===== config.mk =====
export PLATFORM = sky130hd
export DESIGN_NAME = alu_with_condition_flags
export DESIGN_NICKNAME = d
export VERILOG_FILES = /design/src/hw/rtl/alucf_pkg.sv /design/src/hw/rtl/alucf_in_reg.sv /design/src/hw/rtl/alucf_exec.sv /design/src/hw/rtl/alucf_out_reg.sv /design/src/hw/rtl/alu_with_condition_flags.sv
export SDC_FILE = /design/constraint.sdc
export NUM_CORES = 2
export LEC_CHECK = 0
export ABC_AREA = 1
export BUFFER_PORTS_ARGS = -buffer_cell sky130_fd_sc_hd__buf_4
export CAP_MARGIN = 20
export CORE_AREA = 2 2 208 210
export DETAILED_ROUTE_END_ITERATION = 7
export DIE_AREA = 0 0 210 212
export PLACE_DENSITY_LB_ADDON = 0.3
export SLEW_MARGIN = 20
export SYNTH_ARGS = -nofsm -noshare
export SYNTH_HDL_FRONTEND = slang
export SYNTH_SLANG_ARGS = --single-unit

===== constraint.sdc =====
create_clock -name clk -period 19 [get_ports clk]
set_input_delay 1.9 -clock clk [delete_from_list [all_inputs] [get_ports clk]]
set_output_delay 1.9 -clock clk [all_outputs]
set_load 0.1 [all_outputs]

===== src/hw/rtl/alucf_pkg.sv =====
// Shared types, operation and condition codes for the ALU with condition flags.
package alucf_pkg;

  localparam int unsigned DATA_W = 32;

  typedef logic [DATA_W-1:0] word_t;

  localparam logic [1:0] REQ_DATA = 2'd0;
  localparam logic [1:0] REQ_MUL  = 2'd1;

  localparam logic [4:0] OP_AND  = 5'd0;
  localparam logic [4:0] OP_XOR  = 5'd1;
  localparam logic [4:0] OP_SUB  = 5'd2;
  localparam logic [4:0] OP_RSB  = 5'd3;
  localparam logic [4:0] OP_ADD  = 5'd4;
  localparam logic [4:0] OP_ADC  = 5'd5;
  localparam logic [4:0] OP_SBC  = 5'd6;
  localparam logic [4:0] OP_RSC  = 5'd7;
  localparam logic [4:0] OP_CAND = 5'd8;
  localparam logic [4:0] OP_CXOR = 5'd9;
  localparam logic [4:0] OP_CSUB = 5'd10;
  localparam logic [4:0] OP_CADD = 5'd11;
  localparam logic [4:0] OP_ORR  = 5'd12;
  localparam logic [4:0] OP_MOV  = 5'd13;
  localparam logic [4:0] OP_CLB  = 5'd14;
  localparam logic [4:0] OP_MVN  = 5'd15;
  localparam logic [4:0] OP_MUL  = 5'd16;

  localparam logic [3:0] CC_EQ  = 4'd0;
  localparam logic [3:0] CC_NE  = 4'd1;
  localparam logic [3:0] CC_UGE = 4'd2;
  localparam logic [3:0] CC_ULT = 4'd3;
  localparam logic [3:0] CC_N   = 4'd4;
  localparam logic [3:0] CC_NN  = 4'd5;
  localparam logic [3:0] CC_OV  = 4'd6;
  localparam logic [3:0] CC_NV  = 4'd7;
  localparam logic [3:0] CC_UGT = 4'd8;
  localparam logic [3:0] CC_ULE = 4'd9;
  localparam logic [3:0] CC_SGE = 4'd10;
  localparam logic [3:0] CC_SLT = 4'd11;
  localparam logic [3:0] CC_SGT = 4'd12;
  localparam logic [3:0] CC_SLE = 4'd13;

  typedef struct packed {
    logic n;
    logic z;
    logic c;
    logic v;
  } nzcv_t;

  typedef struct packed {
    logic [1:0] req_type;
    logic [4:0] alu_op;
    logic       set_flags;
    logic       dest_is_pc;
    logic [3:0] cond_code;
    word_t      operand_a;
    word_t      operand_b;
    word_t      addend;
    logic       shifter_carry;
  } req_t;

  typedef struct packed {
    word_t result;
    logic  cond_passed;
    nzcv_t flags;
  } res_t;

  function automatic logic cond_holds(nzcv_t f, logic [3:0] code);
    logic ok;
    case (code)
      CC_EQ:   ok = f.z;
      CC_NE:   ok = !f.z;
      CC_UGE:  ok = f.c;
      CC_ULT:  ok = !f.c;
      CC_N:    ok = f.n;
      CC_NN:   ok = !f.n;
      CC_OV:   ok = f.v;
      CC_NV:   ok = !f.v;
      CC_UGT:  ok = f.c && !f.z;
      CC_ULE:  ok = !f.c || f.z;
      CC_SGE:  ok = (f.n == f.v);
      CC_SLT:  ok = (f.n != f.v);
      CC_SGT:  ok = !f.z && (f.n == f.v);
      CC_SLE:  ok = f.z || (f.n != f.v);
      default: ok = 1'b1;
    endcase
    return ok;
  endfunction

endpackage


===== src/hw/rtl/alucf_in_reg.sv =====
// Input request register with its valid bit and upstream stall.
module alucf_in_reg (
  input  logic             clk,
  input  logic             rst_n,
  input  logic             in_valid,
  output logic             in_stall,
  input  alucf_pkg::req_t  in_req,
  input  logic             adv,
  output logic             s1_valid,
  output alucf_pkg::req_t  s1_req
);
  import alucf_pkg::*;

  logic valid_r, valid_nxt;
  req_t req_r;
  logic load;

  assign in_stall = valid_r && !adv;
  assign load     = in_valid && !in_stall;

  always_comb begin
    if (load) begin
      valid_nxt = 1'b1;
    end else if (adv) begin
      valid_nxt = 1'b0;
    end else begin
      valid_nxt = valid_r;
    end
  end

  always_ff @(posedge clk) begin
    if (!rst_n) begin
      valid_r <= 1'b0;
    end else begin
      valid_r <= valid_nxt;
    end
  end

  always_ff @(posedge clk) begin
    if (load) begin
      req_r <= in_req;
    end
  end

  assign s1_valid = valid_r;
  assign s1_req   = req_r;

endmodule


===== src/hw/rtl/alucf_exec.sv =====
// Result, flag update and condition check for one request.
module alucf_exec (
  input  alucf_pkg::req_t  req,
  input  alucf_pkg::nzcv_t flags_old,
  output alucf_pkg::res_t  res
);
  import alucf_pkg::*;

  word_t        x, y;
  logic         cin;
  logic         arith;
  logic [DATA_W:0] sum;
  word_t        mul_lo;
  word_t        r;
  logic         co, ov;
  logic         upd_data, skip;
  nzcv_t        f;

  always_comb begin
    x     = req.operand_a;
    y     = req.operand_b;
    cin   = 1'b0;
    arith = 1'b0;
    case (req.alu_op)
      OP_SUB, OP_CSUB: begin
        y = ~req.operand_b; cin = 1'b1; arith = 1'b1;
      end
      OP_RSB: begin
        x = req.operand_b; y = ~req.operand_a; cin = 1'b1; arith = 1'b1;
      end
      OP_ADD, OP_CADD: begin
        arith = 1'b1;
      end
      OP_ADC: begin
        cin = flags_old.c; arith = 1'b1;
      end
      OP_SBC: begin
        y = ~req.operand_b; cin = flags_old.c; arith = 1'b1;
      end
      OP_RSC: begin
        x = req.operand_b; y = ~req.operand_a; cin = flags_old.c; arith = 1'b1;
      end
      default: begin
        arith = 1'b0;
      end
    endcase
  end

  assign sum    = {1'b0, x} + {1'b0, y} + {{DATA_W{1'b0}}, cin};
  assign co     = sum[DATA_W];
  assign ov     = (x[DATA_W-1] == y[DATA_W-1]) && (sum[DATA_W-1] != x[DATA_W-1]);
  assign mul_lo = req.operand_a * req.operand_b;

  always_comb begin
    case (req.alu_op)
      OP_AND, OP_CAND: r = req.operand_a & req.operand_b;
      OP_XOR, OP_CXOR: r = req.operand_a ^ req.operand_b;
      OP_SUB, OP_CSUB, OP_RSB, OP_ADD, OP_CADD, OP_ADC, OP_SBC, OP_RSC:
        r = sum[DATA_W-1:0];
      OP_ORR:  r = req.operand_a | req.operand_b;
      OP_MOV:  r = req.operand_b;
      OP_CLB:  r = req.operand_a & ~req.operand_b;
      OP_MVN:  r = ~req.operand_b;
      OP_MUL:  r = mul_lo + req.addend;
      default: r = req.operand_b;
    endcase
  end

  assign upd_data = (req.req_type == REQ_DATA) && req.set_flags && !req.dest_is_pc;
  assign skip     = ((req.alu_op == OP_MOV) || (req.alu_op == OP_MVN)) &&
                    !cond_holds(flags_old, req.cond_code);

  always_comb begin
    f = flags_old;
    if (upd_data) begin
      if (!skip) begin
        f.n = r[DATA_W-1];
        f.z = (r == '0);
        if (arith) begin
          f.c = co;
          f.v = ov;
        end else begin
          f.c = req.shifter_carry;
        end
      end
    end else if ((req.req_type == REQ_MUL) && req.set_flags) begin
      f.n = r[DATA_W-1];
      f.z = (r == '0);
    end
  end

  assign res.result      = r;
  assign res.flags       = f;
  assign res.cond_passed = cond_holds(f, req.cond_code);

endmodule


===== src/hw/rtl/alucf_out_reg.sv =====
// Output result register with its valid bit and pipeline advance.
module alucf_out_reg (
  input  logic            clk,
  input  logic            rst_n,
  input  logic            s1_valid,
  input  alucf_pkg::res_t d,
  output logic            adv,
  output logic            out_valid,
  input  logic            out_stall,
  output alucf_pkg::res_t q
);
  import alucf_pkg::*;

  logic valid_r, valid_nxt;
  res_t res_r;

  assign adv = !(valid_r && out_stall);

  always_comb begin
    if (adv) begin
      valid_nxt = s1_valid;
    end else begin
      valid_nxt = valid_r;
    end
  end

  always_ff @(posedge clk) begin
    if (!rst_n) begin
      valid_r <= 1'b0;
    end else begin
      valid_r <= valid_nxt;
    end
  end

  always_ff @(posedge clk) begin
    if (adv && s1_valid) begin
      res_r <= d;
    end
  end

  assign out_valid = valid_r;
  assign q         = res_r;

endmodule


===== src/hw/rtl/alu_with_condition_flags.sv =====
// Top level: 32-bit execute unit keeping N, Z, C and V condition flags.
// Path: a request passes the input register, then the result register; the flag
// register is written as a request leaves the input stage.
// Throughput: one request per cycle while out_stall is low; flags loop through the adder.
// Reset: synchronous, active low; clears both valid bits and the flags to zero.
module alu_with_condition_flags (
  input  logic               clk,
  input  logic               rst_n,
  input  logic               in_valid,
  output logic               in_stall,
  input  logic [1:0]         in_req_type,
  input  logic [4:0]         in_alu_op,
  input  logic               in_set_flags,
  input  logic               in_dest_is_pc,
  input  logic [3:0]         in_cond_code,
  input  logic signed [31:0] in_operand_a,
  input  logic signed [31:0] in_operand_b,
  input  logic signed [31:0] in_addend,
  input  logic               in_shifter_carry,
  output logic               out_valid,
  input  logic               out_stall,
  output logic signed [31:0] out_result,
  output logic               out_cond_passed,
  output logic               out_flag_n,
  output logic               out_flag_z,
  output logic               out_flag_c,
  output logic               out_flag_v
);
  import alucf_pkg::*;

  req_t  in_req;
  req_t  s1_req;
  logic  s1_valid;
  logic  adv;
  res_t  ex_res;
  res_t  out_res;
  nzcv_t flags_r, flags_nxt;

  assign in_req.req_type      = in_req_type;
  assign in_req.alu_op        = in_alu_op;
  assign in_req.set_flags     = in_set_flags;
  assign in_req.dest_is_pc    = in_dest_is_pc;
  assign in_req.cond_code     = in_cond_code;
  assign in_req.operand_a     = in_operand_a;
  assign in_req.operand_b     = in_operand_b;
  assign in_req.addend        = in_addend;
  assign in_req.shifter_carry = in_shifter_carry;

  alucf_in_reg u_in_reg (
    .clk      (clk),
    .rst_n    (rst_n),
    .in_valid (in_valid),
    .in_stall (in_stall),
    .in_req   (in_req),
    .adv      (adv),
    .s1_valid (s1_valid),
    .s1_req   (s1_req)
  );

  alucf_exec u_exec (
    .req       (s1_req),
    .flags_old (flags_r),
    .res       (ex_res)
  );

  alucf_out_reg u_out_reg (
    .clk       (clk),
    .rst_n     (rst_n),
    .s1_valid  (s1_valid),
    .d         (ex_res),
    .adv       (adv),
    .out_valid (out_valid),
    .out_stall (out_stall),
    .q         (out_res)
  );

  // advance the flags as each request leaves the input stage
  assign flags_nxt = (s1_valid && adv) ? ex_res.flags : flags_r;

  always_ff @(posedge clk) begin
    if (!rst_n) begin
      flags_r <= '0;
    end else begin
      flags_r <= flags_nxt;
    end
  end

  assign out_result      = out_res.result;
  assign out_cond_passed = out_res.cond_passed;
  assign out_flag_n      = out_res.flags.n;
  assign out_flag_z      = out_res.flags.z;
  assign out_flag_c      = out_res.flags.c;
  assign out_flag_v      = out_res.flags.v;

endmodule


# [After elaboration in Yosys (flattened, before gate mapping)]
# Index checks and enable logic that the tools add are counted.
[word_totals] regBits=153 latch_bits=0 ramBits=0 rom_bits=0 in_bits=114 word_cells=124 mem_count=0
[op_classes] addsub=3 multipliers=1 n_div=0 n_lt_le_gt_ge=0 eq_ne=37 shift=0 n_mux=15 n_bitwise=6 reduce_logical=41
[op_table] cell="32-bit case mux with 7 select lines" n=1
[op_table] cell="32-bit AND" n=2
[op_table] cell="32-bit inverter" n=2
[op_table] cell="32-bit case mux with 2 select lines" n=1
[op_table] cell="5-bit by 4-bit == test with 1-bit output (second input constant)" n=8
[op_table] cell="32-bit by 32-bit adder with 33-bit output" n=1
[op_table] cell="33-bit by 1-bit adder with 33-bit output" n=1
[op_table] cell="32-bit adder" n=1
[op_table] cell="32-bit logical NOT" n=1
[op_table] cell="32-bit by 32-bit multiplier with 32-bit output" n=1
[op_table] cell="32-bit two-way mux" n=1
[op_table] cell="32-bit bitwise OR" n=1
[op_table] cell="32-bit bitwise XOR" n=1
[op_table] cell="1-bit case mux with 14 select lines" n=2
[op_table] cell="4-bit == test (second input constant)" n=6
[op_table] cell="5-bit by 3-bit == test with 1-bit output (second input constant)" n=4
[op_table] cell="4-bit by 3-bit == test with 1-bit output (second input constant)" n=4
[op_table] cell="1-bit logical AND" n=13
[op_table] cell="1-bit logical NOT" n=12
[op_table] cell="5-bit by 2-bit == test with 1-bit output (second input constant)" n=2
[op_table] cell="3-bit OR reduction" n=3
[op_table] cell="4-bit by 2-bit == test with 1-bit output (second input constant)" n=2
[op_table] cell="8-bit OR reduction" n=1
[op_table] cell="2-bit two-way mux" n=3
[op_table] cell="other kinds (15)" n=29

# [Longest topological paths before layout]
[logic_depth] word_depth=13 ltp_mapped=43 mapped_depth_nobuf=41

# [Hierarchy]
# Synthesis repeated with hierarchy kept, for this count alone.
[unflattened] hier_cells=3947 hier_area_um2=29151.7
[by_module_without_submodules] mod="alucf_exec" instances=1 cells_per_inst=3761 area_each_um2=24478.5
[by_module_without_submodules] mod="alucf_in_reg" instances=1 cells_per_inst=118 area_each_um2=3353.2
[by_module_without_submodules] mod="alucf_out_reg" instances=1 cells_per_inst=43 area_each_um2=1158.6
[by_module_without_submodules] mod="alu_with_condition_flags" instances=1 cells_per_inst=25 area_each_um2=161.4

# [Worst setup path after synthesis]
# OpenSTA, ideal clock, no wires.
[synth_path] path_kind="register -> register" from="register u_in_reg.req_r (netlist bit u_in_reg.s1_req[78])" to="register u_out_reg.res_r (netlist bit u_out_reg.q[4]), data pin" arrival_time_ns=7.154 t_required_ns=18.736 setup_slack_ns=11.582 path_stages_with_launch=37 synth_period_minus_slack_ns=7.418 path_cell_list="edfxtp_1 -> clkbuf_1 -> clkbuf_1 -> nand2_1 -> inv_1 -> fa_1 -> fa_1 -> fa_1 -> inv_1 -> fa_1 -> inv_1 -> fa_1 -> inv_1 -> fa_1 -> inv_1 -> fa_1 -> inv_1 -> fa_1 -> inv_1 -> ha_1 -> a21oi_1 -> o21ai_0 -> nor2_1 -> nand2_1 -> nand2_1 -> nand2_1 -> or2_2 -> nand3_1 -> nand3_1 -> o21ai_0 -> nand3_1 -> nor2_1 -> nand4_1 -> nand2_1 -> nand3_2 -> nand3_1 -> nand4_1"
[synth_rtl] element="start, declared" line="alucf_in_reg.sv:15" rtl="req_t req_r;"
[synth_rtl] element="start signal, assigned" line="alucf_in_reg.sv:41" rtl="req_r <= in_req;"
[synth_rtl] element="end signal, assigned" line="alucf_out_reg.sv:37" rtl="res_r <= d;"
[synth_rtl] element="end, declared" line="alucf_out_reg.sv:15" rtl="res_t res_r;"

==> impl_metrics.ini <==
[flow_run]
drv_cap = 0

[global_routing]
grt_pass1_vias = 26900
use_met1_pct = 51.01
grt.busiest_layer = met2
grt_first_pass_wirelength_um = 140200
overflow = 0
grt_max_degree = 99
antenna_found_initial = 0
grt_util_met3_pct = 8.877
grtUsageMet2_pct = 67.45
grt_usage_pct = 41.74

[run_status]
status = complete, no violations

[min_path]
hp-class = flip-flop to flip-flop
hold_path_depth = 2

[clocking]
cts_sinks = 153
cts_made_buffers = 17
clock_latency_ns = 0.51
post_cts_buffers = 0
clock_path_buffers = 2
h-tree-depth = 4
holdBufCountCts = 0
cts_resized = 0
cts_tree = built
path_clk_slew_ns = 0.08
root_buffer = clkbuf_16

[place]
place_congestion = 1.026
dp_hpwl_um = 66130
port_buffers = 152

[die]
dieArea_um2 = 44520
die_w_um = 210
pin_count = 153
die_y_um = 212
row_count = 76
fp.coreArea_um2 = 42510
initial_core_util_pct = 69.07

[yosys]
ys.warnings.count = 0
synth_cell_types = 54
yosys.area.top_type_share_pct = 30.00
synth_fa_ha_area_share_pct = 38.66
synth_area_leader_cell = fa_1
synth_mux_area_share_pct = 0
synth_top_family_by_area = adder cells
synth_edf_count = 147
avgSynthCellArea_um2 = 7.358
yosysMostFrequentCell = inv_1
synth_area_leaders = fa_1 (30%), edfxtp_1 (15%), inv_1 (14%)
synthCells = 3990
synth_xor_area_share_pct = 0.8354
synth-compound-area-share_pct = 6.551
ys.flop_type = edfxtp_1
synth_seq_cells = 153
synth_area_um2 = 29360
synth_top_cells_by_count = inv_1 (1117), nand2_1 (1096), fa_1 (440)
synthArstFlopShare_pct = 0
synth_seq_area_share_pct = 15.45
postSynthNetCount = 4747
synth_simple_gate_area_share_pct = 21.74

[layout]
fin_nets = 4792
area_delta_synth_final_pct = 6.866
n_fill_cell = 3330
antennaDiodeCount = 0
drive_gt1_share_pct = 6.472

[sta]
fin_crit_ns = 8.707
setup_tns_ns = 0
timing.max_slew.rel_slack_pct = 26.92
tightest_slew_ns = 1.096
fin_crit_sh_pct = 45.82
rsz0062_at_grt = false
fin_skew_ns = 0.02530
slew_viol_final = 0
setup_viol = 0
fmax_ghz = 0.1149
hold_viol_final = 0

[setup_path]
worstPathArrival_ns = 8.94
crit_path_start_kind = flip-flop
cp-end-kind = flip-flop
rr_worst_depth = 38
critPathSlowestCell = edfxtp_1
critical_path_class = flip-flop to flip-flop
critical_path_required_ns = 19.24
cp_max_fo = 20
max_stage_delay_ns = 1.08

[route]
routedWlPerCell_um = 19.34
ant_nets = 0
drt_iter0_markers = 2963
drt-pass1-iter-count = 6
vias_per_cell = 5.691
vias = 26150
wl_um = 88830
drc_errors = 0
[area by class of cell]
class,instances,area [um^2],share of cell area (%)
multi-input cells,2547,19910,63.46
repair buffers,192,1469,4.682
flip-flops and latches,153,4534,14.45
well taps,546,683.2,2.178
clock inverters,12,116.4,0.3709
clock buffers,20,436.7,1.392
inverters,1124,4223,13.46
[per-layer routing]
| metal | part of all wire (%) | vias to the layer above |
|---|---|---|
| li1 | - | 11890 |
| met1 | 36 | 12220 |
| met3 | 11 | 417 |
| met4 | 7.4 | 0 |
| met5 | 0 | - |
| met2 | 45 | 1624 |
[final timing paths]
check	slack (ns)	endpoint	start
worst max-delay path	10.29	u_out_reg.q[4]	u_in_reg.s1_req[80]
worst min register to register	0.55	u_out_reg.out_valid	u_out_reg.out_valid
worst min-delay path	0.55	u_out_reg.out_valid	u_out_reg.out_valid
worst max register to register	10.29	u_out_reg.q[4]	u_in_reg.s1_req[80]
[worst max-delay path, delay by kind of cell, from the launching register on]
kind,cells,cell delay [ns]
and+or+nand+nor,18,2.14
AOI/OAI and AO/OA,2,0.22
adders and majority gates,9,4.36
buffers and inverters,9,0.62
DFF,1,1.08
[kinds of logic (layout without fill, tap and decap cells)]
kind of cell / count (synthesis) / count (layout)
AOI/OAI and AO/OA: 330 / 330
and+or+nand+nor: 1546 / 1546
buffers and inverters: 1290 / 1348
DFF: 153 / 153
xor gates and xnor gates: 28 / 28
adders and majority gates: 643 / 643
[state kept, by name (all words and copies together) (netlist names)]
register             cells
u_in_reg.s1_req        110
u_out_reg.q             37
flags_r                  4
u_in_reg.s1_valid        1
u_out_reg.out_valid      1
[stage by stage]
step / hold WS (ns) / utilization [%] / instances / area, um^2 / setup slack (ns)
floorplan: 0.4569 / - / 3990 / 29360 / 11.58
global placement: 0.4989 / 72.41 / 4560 / 30780 / 10.52
detailed placement: 0.4983 / 72.41 / 4560 / 30780 / 10.35
CTS: 0.5068 / 73.71 / 4592 / 31330 / 10.26
global route: 0.5777 / 73.81 / 4594 / 31370 / 9.777
finish: 0.5538 / 73.81 / 4594 / 31370 / 10.29
[cell usage in the layout (no fill, tap or decap), drive strengths merged, types with 2 or more instances in the layout]
cell and n:
inv 1126, nand2 1102, fa 440, ha 203, buf 192, nand3 183
nor2 159, edfxtp 147, o21ai 129, a21oi 87, nand4 45, o21bai 39
o22ai 34, nor3 22, clkbuf 20, nand3b 19, xor2 15, or2 14
xnor2 13, a21boi 8, clkinv 8, o211ai 6, dfxtp 6, a21o 5
o2111ai 5, a211oi 4, a221oi 3, o21a 2, a31oi 2
Power is left out: the tool's default activity adds up to more than one toggle a clock period on the data nets, which glitch-free logic cannot reach.
